`src/design/esd_pkg.sv`:
```
// Package for the escape sequence decoder.
// Holds the mode and status codes, character constants and the decode result struct.
// No dependencies.
`timescale 1ns / 1ps

package esd_pkg;

	typedef enum logic [2:0] {
		MODE_NORMAL  = 3'd0,
		MODE_ESCAPE  = 3'd1,
		MODE_HEX1    = 3'd2,
		MODE_HEX2    = 3'd3,
		MODE_DISCARD = 3'd4
	} mode_t;

	typedef logic [1:0] status_t;

	localparam status_t ST_OK     = 2'd0;
	localparam status_t ST_BADHEX = 2'd1;
	localparam status_t ST_BADESC = 2'd2;

	localparam logic [7:0] CH_NUL       = 8'h00;
	localparam logic [7:0] CH_BACKSLASH = 8'h5C;
	localparam logic [7:0] CH_X         = 8'h78;

	localparam int SHOWN_BITS = 16;

	typedef struct packed {
		logic       emit;
		logic       last;
		status_t    status;
		logic [7:0] data;
		mode_t      next_mode;
		logic       load_nib;
		logic [3:0] nib;
	} dec_t;

endpackage

```
`src/design/esd_decode.sv`:
```
// Combinational decode of one character against the current decoder mode.
// Depends on esd_pkg for the mode codes, status codes and the dec_t struct.
`timescale 1ns / 1ps

module esd_decode
	import esd_pkg::*;
(
	input  logic [7:0] in_char,
	input  mode_t      mode,
	input  logic [3:0] high_nibble,
	output dec_t       dec
);

	logic       hex_ok;
	logic [3:0] hex_val;
	logic       esc_ok;
	logic [7:0] esc_val;
	mode_t      err_mode;

	always_comb begin
		hex_ok  = 1'b1;
		hex_val = 4'd0;
		if (in_char >= 8'h30 && in_char <= 8'h39) begin
			hex_val = 4'(in_char - 8'h30);
		end else if (in_char >= 8'h61 && in_char <= 8'h66) begin
			hex_val = 4'(in_char - 8'h57);
		end else if (in_char >= 8'h41 && in_char <= 8'h46) begin
			hex_val = 4'(in_char - 8'h37);
		end else begin
			hex_ok = 1'b0;
		end
	end

	always_comb begin
		esc_ok  = 1'b1;
		case (in_char)
			8'h5C:   esc_val = 8'h5C;
			8'h6E:   esc_val = 8'h0A;
			8'h72:   esc_val = 8'h0D;
			8'h74:   esc_val = 8'h09;
			8'h61:   esc_val = 8'h07;
			8'h62:   esc_val = 8'h08;
			8'h66:   esc_val = 8'h0C;
			8'h76:   esc_val = 8'h0B;
			default: begin
				esc_ok  = 1'b0;
				esc_val = 8'h00;
			end
		endcase
	end

	// An error on the terminating NUL ends the string outright, so no discarding follows.
	assign err_mode = (in_char == CH_NUL) ? MODE_NORMAL : MODE_DISCARD;

	always_comb begin
		dec           = '0;
		dec.next_mode = MODE_NORMAL;
		dec.status    = ST_OK;
		case (mode)
			MODE_ESCAPE: begin
				if (in_char == CH_X) begin
					dec.next_mode = MODE_HEX1;
				end else if (esc_ok) begin
					dec.emit = 1'b1;
					dec.data = esc_val;
				end else begin
					dec.emit      = 1'b1;
					dec.last      = 1'b1;
					dec.status    = ST_BADESC;
					dec.next_mode = err_mode;
				end
			end
			MODE_HEX1: begin
				if (hex_ok) begin
					dec.load_nib  = 1'b1;
					dec.nib       = hex_val;
					dec.next_mode = MODE_HEX2;
				end else begin
					dec.emit      = 1'b1;
					dec.last      = 1'b1;
					dec.status    = ST_BADHEX;
					dec.next_mode = err_mode;
				end
			end
			MODE_HEX2: begin
				if (hex_ok) begin
					dec.emit = 1'b1;
					dec.data = {high_nibble, hex_val};
				end else begin
					dec.emit      = 1'b1;
					dec.last      = 1'b1;
					dec.status    = ST_BADHEX;
					dec.next_mode = err_mode;
				end
			end
			MODE_DISCARD: begin
				dec.next_mode = (in_char == CH_NUL) ? MODE_NORMAL : MODE_DISCARD;
			end
			default: begin
				if (in_char == CH_NUL) begin
					dec.emit = 1'b1;
					dec.last = 1'b1;
				end else if (in_char == CH_BACKSLASH) begin
					dec.next_mode = MODE_ESCAPE;
				end else begin
					dec.emit = 1'b1;
					dec.data = in_char;
				end
			end
		endcase
	end

endmodule

```
`src/design/escape_sequence_decoder_unit.sv`:
```
// Top level of the escape sequence decoder: input register, mode and count state, result register.
// Depends on esd_pkg and esd_decode.
`timescale 1ns / 1ps

// Decodes a backslash-escaped, NUL-terminated string, one character per transfer, into bytes.
// Each input character is held in the input register, where it is decoded against the mode
// register, and the result moves into the output register; a new character can be taken
// every cycle, so the sustained rate is one character per clock while the output side keeps
// up. A data result carries the byte and the running count with tlast low; an end result has
// tlast high, tuser giving the status (ok, bad hex escape, unsupported escape) and the count
// of bytes decoded before the end. Characters after an error are dropped up to the next NUL.
// The count saturates at the counter width and is shown capped at 65535.
module escape_sequence_decoder_unit
	import esd_pkg::*;
#(
	parameter int COUNT_BITS = 16
) (
	input  logic        clk,
	input  logic        arst_n,
	input  logic        s_tvalid,
	output logic        s_tready,
	input  logic [7:0]  s_tdata,   // [7:0] in_char
	output logic        m_tvalid,
	input  logic        m_tready,
	output logic [23:0] m_tdata,   // [7:0] data_byte, [23:8] byte_count
	output logic        m_tlast,   // end_flag
	output logic [1:0]  m_tuser    // [1:0] status
);

	localparam logic [COUNT_BITS-1:0] CountMax = '1;

	logic                  valid_s1;
	logic [7:0]            char_s1;
	mode_t                 mode_q;
	logic [3:0]            nib_q;
	logic [COUNT_BITS-1:0] cnt_q;
	logic [COUNT_BITS-1:0] cnt_inc;
	logic [32:0]           shown_ext;
	logic [SHOWN_BITS-1:0] shown;
	dec_t                  dec;
	logic                  adv;

	esd_decode u_decode (
		.in_char     (char_s1),
		.mode        (mode_q),
		.high_nibble (nib_q),
		.dec         (dec)
	);

	assign adv      = valid_s1 && (!m_tvalid || m_tready || !dec.emit);
	assign s_tready = !valid_s1 || adv;

	assign cnt_inc   = (cnt_q == CountMax) ? cnt_q : cnt_q + 1'b1;
	assign shown_ext = dec.last ? 33'(cnt_q) : 33'(cnt_inc);
	assign shown     = (shown_ext > 33'h0FFFF) ? '1 : shown_ext[SHOWN_BITS-1:0];

	always_ff @(posedge clk or negedge arst_n) begin
		if (!arst_n) begin
			valid_s1 <= 1'b0;
		end else if (s_tready) begin
			valid_s1 <= s_tvalid;
		end
	end

	always_ff @(posedge clk) begin
		if (s_tready && s_tvalid) begin
			char_s1 <= s_tdata;
		end
	end

	always_ff @(posedge clk or negedge arst_n) begin
		if (!arst_n) begin
			mode_q <= MODE_NORMAL;
			nib_q  <= 4'd0;
			cnt_q  <= '0;
		end else if (adv) begin
			mode_q <= dec.next_mode;
			if (dec.load_nib) begin
				nib_q <= dec.nib;
			end
			if (dec.emit) begin
				cnt_q <= dec.last ? '0 : cnt_inc;
			end
		end
	end

	always_ff @(posedge clk or negedge arst_n) begin
		if (!arst_n) begin
			m_tvalid <= 1'b0;
		end else if (adv && dec.emit) begin
			m_tvalid <= 1'b1;
		end else if (m_tready) begin
			m_tvalid <= 1'b0;
		end
	end

	always_ff @(posedge clk) begin
		if (adv && dec.emit) begin
			m_tdata <= {shown, dec.data};
			m_tlast <= dec.last;
			m_tuser <= dec.status;
		end
	end

	assert property (@(posedge clk) disable iff (!arst_n)
		m_tvalid && m_tlast |-> m_tdata[7:0] == 8'h00)
		else $error("End result carries a nonzero data byte.");

	assert property (@(posedge clk) disable iff (!arst_n)
		m_tvalid && !m_tlast |-> m_tuser == ST_OK)
		else $error("Data result carries an error status.");

	assert property (@(posedge clk) disable iff (!arst_n)
		adv && dec.emit && dec.last |=> cnt_q == '0 && mode_q != MODE_ESCAPE)
		else $error("Count not cleared after an end result.");

	assert property (@(posedge clk) disable iff (!arst_n)
		adv && mode_q == MODE_DISCARD |-> !dec.emit)
		else $error("Result produced while discarding.");

endmodule
```
`config.mk`:
```
export PLATFORM = sky130hd
export DESIGN_NAME = escape_sequence_decoder_unit
export DESIGN_NICKNAME = d
export VERILOG_FILES = /design/src/design/esd_pkg.sv /design/src/design/esd_decode.sv /design/src/design/escape_sequence_decoder_unit.sv
export SDC_FILE = /design/constraint.sdc
export NUM_CORES = 1
export LEC_CHECK = 0
export ABC_AREA = 1
export BUFFER_PORTS_ARGS = -buffer_cell sky130_fd_sc_hd__buf_4
export CORE_MARGIN = 2
export CORE_UTILIZATION = 55
export DETAILED_ROUTE_END_ITERATION = 16
export PLACE_DENSITY_LB_ADDON = 0.15
export SLEW_MARGIN = 20
export SYNTH_ARGS = -nofsm -noshare
export SYNTH_HDL_FRONTEND = slang
export SYNTH_SLANG_ARGS = --single-unit
```
`constraint.sdc`:
```
create_clock -name clk -period 6.5 [get_ports clk]
set_input_delay 0.975 -clock clk [delete_from_list [all_inputs] [get_ports clk]]
set_output_delay 0.975 -clock clk [all_outputs]
set_load 0.01 [all_outputs]
```
=== Yosys cells after proc, flatten, opt, wreduce, memory -nomap -nowiden ===
Index checks and enable logic that the tools add are counted.

* Register bits: 60
* Bits in latches: 0
* RAM bits: 0
* Bits in read-only memories: 0
* Bits of input ports: 12
* Word-level logic and storage cells: 89
* Memories kept: 0

* Add/sub/neg operators: 4
* $mul: 0
* Div/mod/pow operators: 0
* Order comparisons: 7
* Eq/ne operators: 14
* Shifts and indexed selects: 0
* Multiplexer cells: 36
* Bitwise gates (word level): 0
* Reduce and logical (&&, ||, !) cells: 18

{| class="wikitable"
|+ Operators with widths
! cell !! count
|-
| $eq A8 B7 Y1 const B || 9
|-
| $pmux W7 S8 || 1
|-
| $mux W16 || 3
|-
| $pmux W8 S3 || 1
|-
| $mux W3 || 7
|-
| $add A16 B1 Y16 const B || 1
|-
| $eq A16 B16 Y1 const B || 1
|-
| $ge A8 B7 Y1 const B || 2
|-
| $gt A16 B16 Y1 const B || 1
|-
| $le A8 B7 Y1 const B || 2
|-
| $mux W4 || 4
|-
| $mux W8 || 2
|-
| $mux W12 || 1
|-
| $pmux W3 S4 || 1
|-
| $mux W11 || 1
|-
| $mux W1 || 10
|-
| $mux W5 || 2
|-
| $ge A8 B6 Y1 const B || 1
|-
| $le A8 B6 Y1 const B || 1
|-
| $logic_not A8 Y1 || 1
|-
| $pmux W2 S4 || 1
|-
| $reduce_or A8 Y1 || 1
|-
| $sub A4 B3 Y4 const B || 2
|-
| $mux W7 || 1
|-
| other kinds (11) || 22
|}

=== Longest topological paths before layout ===
Gate-level depths: netlist (run 1).

* Word-level depth: 12
* Mapped depth: 14

=== Cells and area by module ===
A second synthesis (run 1) with hierarchy kept.

* Cell total of the unflattened synthesis: 423
* Area total of the unflattened synthesis: 3500.9 um2

{| class="wikitable"
|+ Modules (own cells, without submodules)
! module !! times used !! cells each !! area each (um2) !! seq. area each (um2)
|-
| escape_sequence_decoder_unit || 1 || 277 || 2757.6 || 1676.6
|-
| esd_decode || 1 || 146 || 743.2 || 0.0
|}

=== Worst setup path before layout (run 1) ===
Ideal clock, no wire load.

* Kind: register -> output
* Start: register char_s1[0]
* End: output port s_tready
* Arrival time: 1.473 ns
* Required time: 5.525 ns
* Setup slack: 4.052 ns
* Cell stages (with the launch flop): 11
* Path buffers: 0
* Cell sequence: edfxtp_1 inv_1 ha_1 inv_1 nor2_1 nand2_1 nand2_2 nand2_1 nor2_1 nand2_2 nand4_1

* Longest elaborated chain between the ends: 11
* Elaborated cells between the ends (all ways): 24

{| class="wikitable"
|+ Ends and longest elaborated chain
! what !! line !! source
|-
| start, declared || escape_sequence_decoder_unit.sv:33 || <nowiki>logic [7:0] char_s1;</nowiki>
|-
| start signal, assigned || escape_sequence_decoder_unit.sv:67 || <nowiki>char_s1 <= s_tdata;</nowiki>
|-
| $ge A8 B7 Y1 / $le A8 B7 Y1 (equally long branches) || esd_decode.sv:27 || <nowiki>end else if (in_char >= 8'h41 && in_char <= 8'h46) begin</nowiki>
|-
| $logic_and A1 B1 Y1 || esd_decode.sv:27 ||
|-
| $mux W1 || esd_decode.sv:27 ||
|-
| $mux W1 || esd_decode.sv:25 || <nowiki>end else if (in_char >= 8'h61 && in_char <= 8'h66) begin</nowiki>
|-
| $mux W1 || esd_decode.sv:23 || <nowiki>if (in_char >= 8'h30 && in_char <= 8'h39) begin</nowiki>
|-
| $mux W4 || esd_decode.sv:74 || <nowiki>if (hex_ok) begin</nowiki>
|-
| $pmux W2 S4 (*) || esd_decode.sv:59 || <nowiki>case (mode)</nowiki>
|-
| $logic_not A1 Y1 (*) || escape_sequence_decoder_unit.sv:50 || <nowiki>assign adv = valid_s1 && (!m_tvalid || m_tready || !dec.emit);</nowiki>
|-
| $logic_or A1 B1 Y1 (*) || escape_sequence_decoder_unit.sv:50 ||
|-
| $logic_and A1 B1 Y1 (*) || escape_sequence_decoder_unit.sv:50 ||
|-
| $logic_or A1 B1 Y1 (*) || escape_sequence_decoder_unit.sv:51 || <nowiki>assign s_tready = !valid_s1 || adv;</nowiki>
|-
| end, declared || escape_sequence_decoder_unit.sv:21 || <nowiki>output logic s_tready,</nowiki>
|}

Every way passes the cells marked *; elsewhere a longest branch is shown, timed or not.

=== Worst setup path in the final report (run 1) ===
Ends and elaborated chain as after synthesis.

==> results of run 1 <==
how the worst min path moves through the flow:
stage,from,to,slack (ps),cells after the start
5_1_grt,nib_q[1],nib_q[1],530,2
4_1_cts,nib_q[1],nib_q[1],490,2
6_report,nib_q[1],nib_q[1],480,2
3_5_place_dp,nib_q[1],nib_q[1],470,2
3_3_place_gp,nib_q[1],nib_q[1],460,2
2_1_floorplan,nib_q[0],nib_q[0],440,2
cells by family (layout without fill, tap and decap cells):
kind of cell | count (synthesis) | after routing | synth area share [%]
simple gates | 252 | 252 | 32.6
flops | 60 | 60 | 48.5
buf+inv | 52 | 99 | 6.63
compound gates | 40 | 40 | 7.28
xor+xnor | 11 | 11 | 2.79
fa+ha+maj | 6 | 6 | 2.17
area by class of cell:
cell class,instances,area [µm²]
repair buffers,40,300
multi-input cells,309,1550
clock buffers,14,163
clock inverters,2,12.5
flip-flops and latches,60,1680
inverters,43,164
fillers,524,2030
well taps,75,93.8
per-layer routing:
layer	track usage, %	vias to the layer above
li1	-	1463
met1	33.2	1326
met2	32.6	84
met3	4.27	10
met4	7.15	0
met5	0	-
flip-flops by register name, indices dropped and copies added, names as in the netlist:
register	flops
cnt_q	16
m_tdata	24
valid_s1	1
m_tvalid	1
m_tuser	2
nib_q	4
mode_q	3
char_s1	8
m_tlast	1
power by group:
group          total (mW)  internal (mW)  switching (mW)
Sequential          0.503          0.464          0.0399
Clock               0.300          0.159           0.141
Combinational       0.202         0.0827           0.119
Total                1.01          0.705           0.300
worst max-delay path: stages, from the launching register on:
cell and delay, ps:
edfxtp_1 440, inv_1 230, ha_1 240, inv_1 90, nor2_1 100, nand2_1 90
nand2_2 100, nand2_1 70, nor2_1 140, nand2_2 110, nand4_1 140, buf_4 150
cells in the final DEF, fill, tap and decap left out, types with 2 or more instances in the layout:
cell type and instances:
nand2_2 4, buf_4 40, edfxtp_1 35, dfrtp_1 25, nor2_4 2, clkbuf_8 11
nor2_2 4, ha_1 6, nor2_1 57, xnor2_1 2, inv_1 32, nand2_1 135
o21ai_0 17, clkinv_1 2, xor2_1 9, nand4_2 2, nand3_1 19, o21ai_1 4
o21ai_2 9, a21oi_1 4, nand4_1 9, nor3_1 13, nand3_2 4, inv_2 8
clkbuf_1 3, o311ai_0 2
through the flow:
step / instances / total power [mW] / setup slack, ps
6_report: 543 / 1.01 / 3320
5_1_grt: 543 / 1.06 / 3160
4_1_cts: 543 / 1.01 / 3330
3_5_place_dp: 527 / 0.710 / 3690
3_3_place_gp: 527 / 0.705 / 3730
2_1_floorplan: 421 / 0.630 / 4050
==> results.yml, run 1 <==
status:
  outcome: "finished clean"
sta:
  worst_pin_slew_ps: 933
  holdWs_ps: 485
  setup_tns_ps: 0
  finClkSkew_ps: 11.9
  maxSlewHeadroom_pct: 37.7
  period_minus_slack_ps: 3180
  drv_slew: 0
  hold_violations: 0
  grt_setup_unrepaired: "no"
  fmax_mhz: 314
  period_share_pct: 48.9
  setup_viol: 0
place:
  placed_cell_area_um2: 3780
  dp.final_hpwl_um: 5320
  gp_congestion: 0.902
  portBuffers: 40
clock_tree:
  cts-hold-fix-buffers: 0
  cts_tree: "built"
  clock_sinks: 60
  clock_latency_ps: 340
  clk_path_buf_depth: 2
  cts_buffers: 9
  cts_setup_buffers: 0
  cts.clk_slew.worst_paths_ps: 60
  postCtsResizedCells: 0
  htree_levels: 3
  cts-root-buf: "clkbuf_8"
worst_setup_path:
  reg2reg_from: "char_s1[0]"
  rr_worst_depth: 10
  crit_end: "s_tready"
  r2r-end: "m_tdata[10]"
  start_kind: "flip-flop"
  worstPathArrival_ps: 2200
  crit_path_end_kind: "primary output"
  r2r_slack_ps: 3640
  cp_data_required_time_ps: 5520
  critPathMaxFanout: 8
  critical_path_class: "flip-flop to primary output"
  crit_start: "char_s1[0]"
die:
  io-pin-count: 41
  initial_utilization_pct: 57.7
  fp.dieW_um: 83.3
  die-area_um2: 6930
  die-height_um: 83.3
  rows: 28
  coreArea_um2: 5990
synthesis:
  syn_inst: 421
  ys.warnings.count: 0
  synth-edff-count: 35
  ys_seq_elements: 60
  synth.largest_area_cell: "edfxtp_1"
  yosysMostFrequentCell: "nand2_1"
  syn_nets: 439
  syn_area_per_cell_um2: 8.21
  synth_top_area_share_pct: 30.4
  ys_top_cells_by_count: "nand2_1, nor2_1, edfxtp_1"
  yosysUniqueCellTypes: 35
  syn-cell-area_um2: 3450
  synth_area_leaders: "edfxtp_1, dfrtp_1, nand2_1"
  async_flop_share_pct: 41.7
  yosysSeqAreaShare_pct: 48.5
  ys.flop_type: "edfxtp_1"
global_routing:
  first_global_vias: 2623
  gr-total-overflow: 0
  grt.total_usage_pct: 22.2
  grt_pass1_wl_um: 12400
  grt_max_degree: 50
  antenna_found_initial: 0
detailed_routing:
  drcViolationCount: 0
  top_layer: "met4"
  wl_met3_um: 396
  wl_met1_um: 3710
  avgRoutedWirePerCell_um: 13.7
  dr_total_vias: 2883
  drtAntennaViolNets: 0
  drtIter0Drc: 207
  drt-total-wl_um: 7450
  wl_met2_um: 3250
  first_pass_iters: 6
  viasPerCell: 5.31
finish:
  antenna_cells: 0
  drive_above_1_share_pct: 19.2
  synthToLayoutAreaGrowth_pct: 14.6
  finalInstanceArea_um2: 3960
  final_nets: 481
  post-route-util_pct: 66.1
power_and_ir_drop:
  power_density_nw_per_um2: 254
  p_leak_nw: 1.78
  irDropWorstVdd_v: 0.000212
flow_run:
  maxCapViolCount: 0
worst_hold_path:
  hold_path_class: "flip-flop to flip-flop"
(Power assumes the default switching activity.)
==> inputs of run 2 (changes only) <==
==> constraint.sdc (replaced) <==
create_clock -name clk -period 3.15 [get_ports clk]
set_input_delay 0.4725 -clock clk [delete_from_list [all_inputs] [get_ports clk]]
set_output_delay 0.4725 -clock clk [all_outputs]
set_load 0.01 [all_outputs]
==> run 2 against run 1 <==
Effect of this change: global-route usage hardly changed; register-to-register slack lost 3200 ps; wire length shrank 0.94%; cell count up 0.18%; final area increased by 0.54%; critical path depth increased by 1; clock-buffer cell count is 1 lower; combinational power rose by 110%; die area stayed put; core utilization is 0.35 points higher; critical path type is now flip-flop to flip-flop; critical endpoint is now m_tdata[21].
==> results.yml, run 2 (synthesized netlist as in run 1, its figures left out) <==
sta:
  grt_setup_unrepaired: "no"
  fmax_mhz: 368
  finClkSkew_ps: 8.28
  maxSlewHeadroom_pct: 61.7
  worst_pin_slew_ps: 574
  period_minus_slack_ps: 2720
  setup_viol: 0
  setup_tns_ps: 0
  drv_slew: 0
  period_share_pct: 86.2
  hold_violations: 0
worst_setup_path:
  cp_data_required_time_ps: 3240
  rr_worst_depth: 12
  r2r-end: "m_tdata[21]"
  cp_top_family: "simple AND/OR/NAND/NOR gates"
  reg2reg_from: "char_s1[0]"
  critPathMaxStageDelay_ps: 440
  cpMaxStageDelayCell: "nand3_2"
  path_buf_inv: 2
  crit_path_end_kind: "flip-flop"
  critical_path_class: "flip-flop to flip-flop"
  r2r_slack_ps: 430
  worstPathCellList: "inv_1 > ha_1 > nand2_1 > nor2_1 > nand3_2 > nand2_2 > nor2_4 > nand3b_4 > nand3_2 > buf_4 > nand2_1 > o21ai_2"
  worstPathArrival_ps: 2800
  critPathMaxFanout: 32
  start_kind: "flip-flop"
clock_tree:
  cts.clk_slew.worst_paths_ps: 70
  clk_path_buf_depth: 2
  clock_sinks: 60
  cts_setup_buffers: 0
  htree_levels: 3
  cts-root-buf: "clkbuf_8"
  clock_latency_ps: 330
  cts_tree: "built"
  cts-hold-fix-buffers: 0
  postCtsResizedCells: 0
  cts_buffers: 9
finish:
  regMostFlops: "m_tdata"
  top_regs: "m_tdata: 24 flops, cnt_q: 16 flops, char_s1: 8 flops"
  fill_cells: 527
  drive_above_1_share_pct: 19.4
  layout_common_cells: "nand2_1, nor2_1, buf_4, edfxtp_1, inv_1"
  largest_reg_flops: 24
  final_common_cell: "nand2_1"
  final_nets: 482
  synthToLayoutAreaGrowth_pct: 15.2
  antenna_cells: 0
flow_run:
  maxCapViolCount: 0
global_routing:
  first_global_vias: 2581
  antenna_found_initial: 0
  gr-total-overflow: 0
  grt_pass1_wl_um: 12400
  grt.total_usage_pct: 22.2
  grt_max_degree: 44
detailed_routing:
  viasPerCell: 5.27
  avgRoutedWirePerCell_um: 13.6
  drt-total-wl_um: 7380
  dr_total_vias: 2868
  drtIter0Drc: 240
  first_pass_iters: 5
  drcViolationCount: 0
  drtAntennaViolNets: 0
power_and_ir_drop:
  finalPower_mw: 2.13
  irDropWorstVdd_v: 0.000447
  p_leak_nw: 1.80
  power_density_nw_per_um2: 535
die:
  io-pin-count: 41
  die-area_um2: 6930
  rows: 28
  initial_utilization_pct: 57.7
  fp.dieW_um: 83.3
  coreArea_um2: 5990
  die-height_um: 83.3
status:
  outcome: "finished clean"
place:
  gp_congestion: 0.940
  dp.final_hpwl_um: 5330
  portBuffers: 40
worst_hold_path:
  hold_path_class: "primary input to asynchronous set/reset pin"
run 2: layout make-up:
cell class / instances / area (µm²) / share of cell area, %
Clock buffer: 13 / 149 / 3.74
Tap cell: 75 / 93.8 / 2.36
Sequential cell: 60 / 1680 / 42.1
Inverter: 43 / 164 / 4.12
Multi-Input combinational cell: 309 / 1550 / 38.9
Clock inverter: 3 / 40.0 / 1.01
Timing Repair Buffer: 41 / 308 / 7.73
run 2: worst max path at each step:
| stage | from | end | cells past startpoint |
|---|---|---|---|
| after floorplan | char_s1[0] | char_s1[0] | 12 |
| after global placement | char_s1[0] | m_tdata[22] | 12 |
| after detailed placement | char_s1[0] | m_tdata[21] | 12 |
| after CTS | char_s1[0] | m_tdata[21] | 12 |
| after global routing | char_s1[1] | m_tdata[21] | 11 |
| final | char_s1[0] | m_tdata[21] | 12 |
run 2: stage by stage:
stage | hold slack [ps] | setup slack, ps | area, µm² | cells | util (%)
after detailed placement | 405 | 450 | 3790 | 528 | 63.3
after global routing | 55.1 | 185 | 3980 | 544 | 66.4
after CTS | 42.0 | 438 | 3980 | 544 | 66.4
final | 38.9 | 434 | 3980 | 544 | 66.4
after floorplan | 177 | 1070 | 3450 | 421 | -
after global placement | 401 | 520 | 3790 | 528 | 63.3
run 2: routing by layer:
metal	global-route usage (%)	part of all wire (%)	vias to the layer above
met5	0	0	-
met4	8.79	1.7	0
met3	3.88	5.3	11
met2	32.0	43	93
met1	33.4	50	1308
li1	-	-	1456
run 2: power breakdown:
part	total, mW	internal, mW	switching, mW
logic	0.417	0.169	0.248
clock network	0.672	0.385	0.286
registers	1.04	0.957	0.0825
==> inputs of run 3 (changes only) <==
--- a/config.mk
+++ b/config.mk
@@ -10,6 +10,7 @@
 export CORE_MARGIN = 2
 export CORE_UTILIZATION = 55
 export DETAILED_ROUTE_END_ITERATION = 16
+export GPL_ROUTABILITY_DRIVEN = 0
 export PLACE_DENSITY_LB_ADDON = 0.15
 export SLEW_MARGIN = 20
 export SYNTH_ARGS = -nofsm -noshare
==> constraint.sdc (replaced) <==
create_clock -name clk -period 3.15 [get_ports clk]
set_input_delay 0.4725 -clock clk [delete_from_list [all_inputs] [get_ports clk]]
set_output_delay 0.4725 -clock clk [all_outputs]
set_load 0.005 [all_outputs]
==> run 3 against run 2 <==
Effect of this change: clock-buffer cell count is 2 lower; via count is 1.3% lower; worst setup slack better by 46 ps; final area is 0.19% higher; die area stayed put; combinational power is 6.0% lower; flip-flop and latch count stayed put; critical path type unchanged; critical endpoint is now m_tdata[20]; largest cell class unchanged; largest power group unchanged.
==> results.yml, run 3 (synthesized netlist as in run 1, its figures left out) <==
worst_setup_path:
  cp_data_required_time_ps: 3240
  r2r-end: "m_tdata[20]"
  critPathMaxStageDelay_ps: 450
  path_buf_inv: 2
  r2r_slack_ps: 480
  reg2reg_from: "char_s1[0]"
  worstPathCellList: "inv_1 > ha_1 > nand2_1 > nor2_1 > nand3_2 > nand2_2 > nor2_4 > nand3b_4 > nand3_2 > buf_12 > nand2_1 > o21ai_2"
  start_kind: "flip-flop"
  cpMaxStageDelayCell: "nand3_2"
  worstPathArrival_ps: 2760
  crit_path_end_kind: "flip-flop"
  critPathMaxFanout: 31
  cp_top_family: "simple AND/OR/NAND/NOR gates"
  rr_worst_depth: 12
  critical_path_class: "flip-flop to flip-flop"
finish:
  largest_reg_flops: 24
  synthToLayoutAreaGrowth_pct: 15.4
  antenna_cells: 0
  final_nets: 482
  regMostFlops: "m_tdata"
  drive_above_1_share_pct: 19.6
  top_regs: "m_tdata: 24 flops, cnt_q: 16 flops, char_s1: 8 flops"
  fill_cells: 505
  layout_common_cells: "nand2_1, nor2_1, buf_4, edfxtp_1, inv_1"
  final_common_cell: "nand2_1"
sta:
  holdWs_ps: 30.1
  setup_tns_ps: 0
  setup_viol: 0
  maxSlewHeadroom_pct: 61.4
  grt_setup_unrepaired: "no"
  finClkSkew_ps: 7.33
  hold_violations: 0
  worst_pin_slew_ps: 579
  drv_slew: 0
  period_share_pct: 84.8
  fmax_mhz: 374
  period_minus_slack_ps: 2670
detailed_routing:
  avgRoutedWirePerCell_um: 13.0
  viasPerCell: 5.21
  drtAntennaViolNets: 0
  drcViolationCount: 0
  drtIter0Drc: 205
  dr_total_vias: 2832
  drt-total-wl_um: 7060
  first_pass_iters: 5
power_and_ir_drop:
  pwr-share-comb_pct: 18.8
  p_sw_mw: 0.596
  power_frac_clock_pct: 31.5
  irDropWorstVdd_v: 0.000402
  seqPwrFrac_pct: 49.7
  internal_power_mw: 1.49
  p_leak_nw: 1.80
  power_density_nw_per_um2: 522
  swShare_pct: 28.6
clock_tree:
  clock_sinks: 60
  htree_levels: 3
  postCtsResizedCells: 0
  cts_buffers: 9
  clock_latency_ps: 340
  cts-root-buf: "clkbuf_8"
  clk_path_buf_depth: 2
  cts-hold-fix-buffers: 0
  cts.clk_slew.worst_paths_ps: 70
  cts_tree: "built"
  cts_setup_buffers: 0
global_routing:
  grt_max_degree: 44
  gr-total-overflow: 0
  first_global_vias: 2543
  antenna_found_initial: 0
  grt_pass1_wl_um: 12000
  grt.total_usage_pct: 21.5
worst_hold_path:
  hold_path_class: "primary input to asynchronous set/reset pin"
die:
  io-pin-count: 41
  die-height_um: 83.3
  initial_utilization_pct: 57.7
  rows: 28
  die-area_um2: 6930
  coreArea_um2: 5990
  fp.dieW_um: 83.3
flow_run:
  maxCapViolCount: 0
place:
  dp.final_hpwl_um: 5040
  portBuffers: 40
status:
  outcome: "finished clean"
==> run 3: changes by cell type in the layout (fill, tap and decap cells not counted), sizes merged <==
cell and delta:
clkbuf -2, clkinv +1, clkinvlp +1
==> run 3: worst max-delay path by stage <==
stage                     startpoint     endpoint  cells past startpoint
after floorplan           char_s1[0]   char_s1[0]                     12
after global placement    char_s1[0]  m_tdata[22]                     12
after detailed placement  char_s1[0]  m_tdata[20]                     12
after CTS                 char_s1[0]  m_tdata[20]                     12
after global routing      char_s1[0]  m_tdata[20]                     12
final                     char_s1[0]  m_tdata[20]                     12
==> run 3: metal layers <==
layer / up-vias / share of wire, % / GRT usage (%)
li1: 1455 / - / -
met3: 17 / 4.6 / 4.67
met4: 0 / 1.9 / 7.90
met5: - / 0 / 0
met2: 81 / 45 / 31.5
met1: 1279 / 49 / 31.3
==> run 3: layout make-up <==
cell class | instances | area (µm²) | share of cell area [%]
Clock buffer | 11 | 131 | 3.29
Clock inverter | 5 | 52.6 | 1.32
Inverter | 43 | 164 | 4.11
Multi-Input combinational cell | 309 | 1550 | 38.8
Sequential cell | 60 | 1680 | 42.0
Tap cell | 75 | 93.8 | 2.35
Timing Repair Buffer | 41 | 320 | 8.03
==> run 3: power by group through the flow <==
stage | Sequential [mW] | Clock (mW) | Combinational, mW
after floorplan | 1.04 | 0 | 0.238
after global placement | 1.05 | 0 | 0.385
after detailed placement | 1.05 | 0 | 0.389
after CTS | 1.03 | 0.671 | 0.395
after global routing | 1.05 | 0.710 | 0.437
final | 1.03 | 0.656 | 0.392
==> run 3: metrics by stage <==
| stage | total power [mW] | util (%) | area, µm² | cells | setup WS, ps |
|---|---|---|---|---|---|
| final | 2.08 | 66.6 | 3990 | 544 | 479 |
| after global routing | 2.19 | 66.6 | 3990 | 544 | 229 |
| after CTS | 2.10 | 66.6 | 3990 | 544 | 498 |
| after detailed placement | 1.44 | 63.5 | 3800 | 528 | 506 |
| after global placement | 1.43 | 63.5 | 3800 | 528 | 601 |
| after floorplan | 1.28 | - | 3450 | 421 | 1110 |
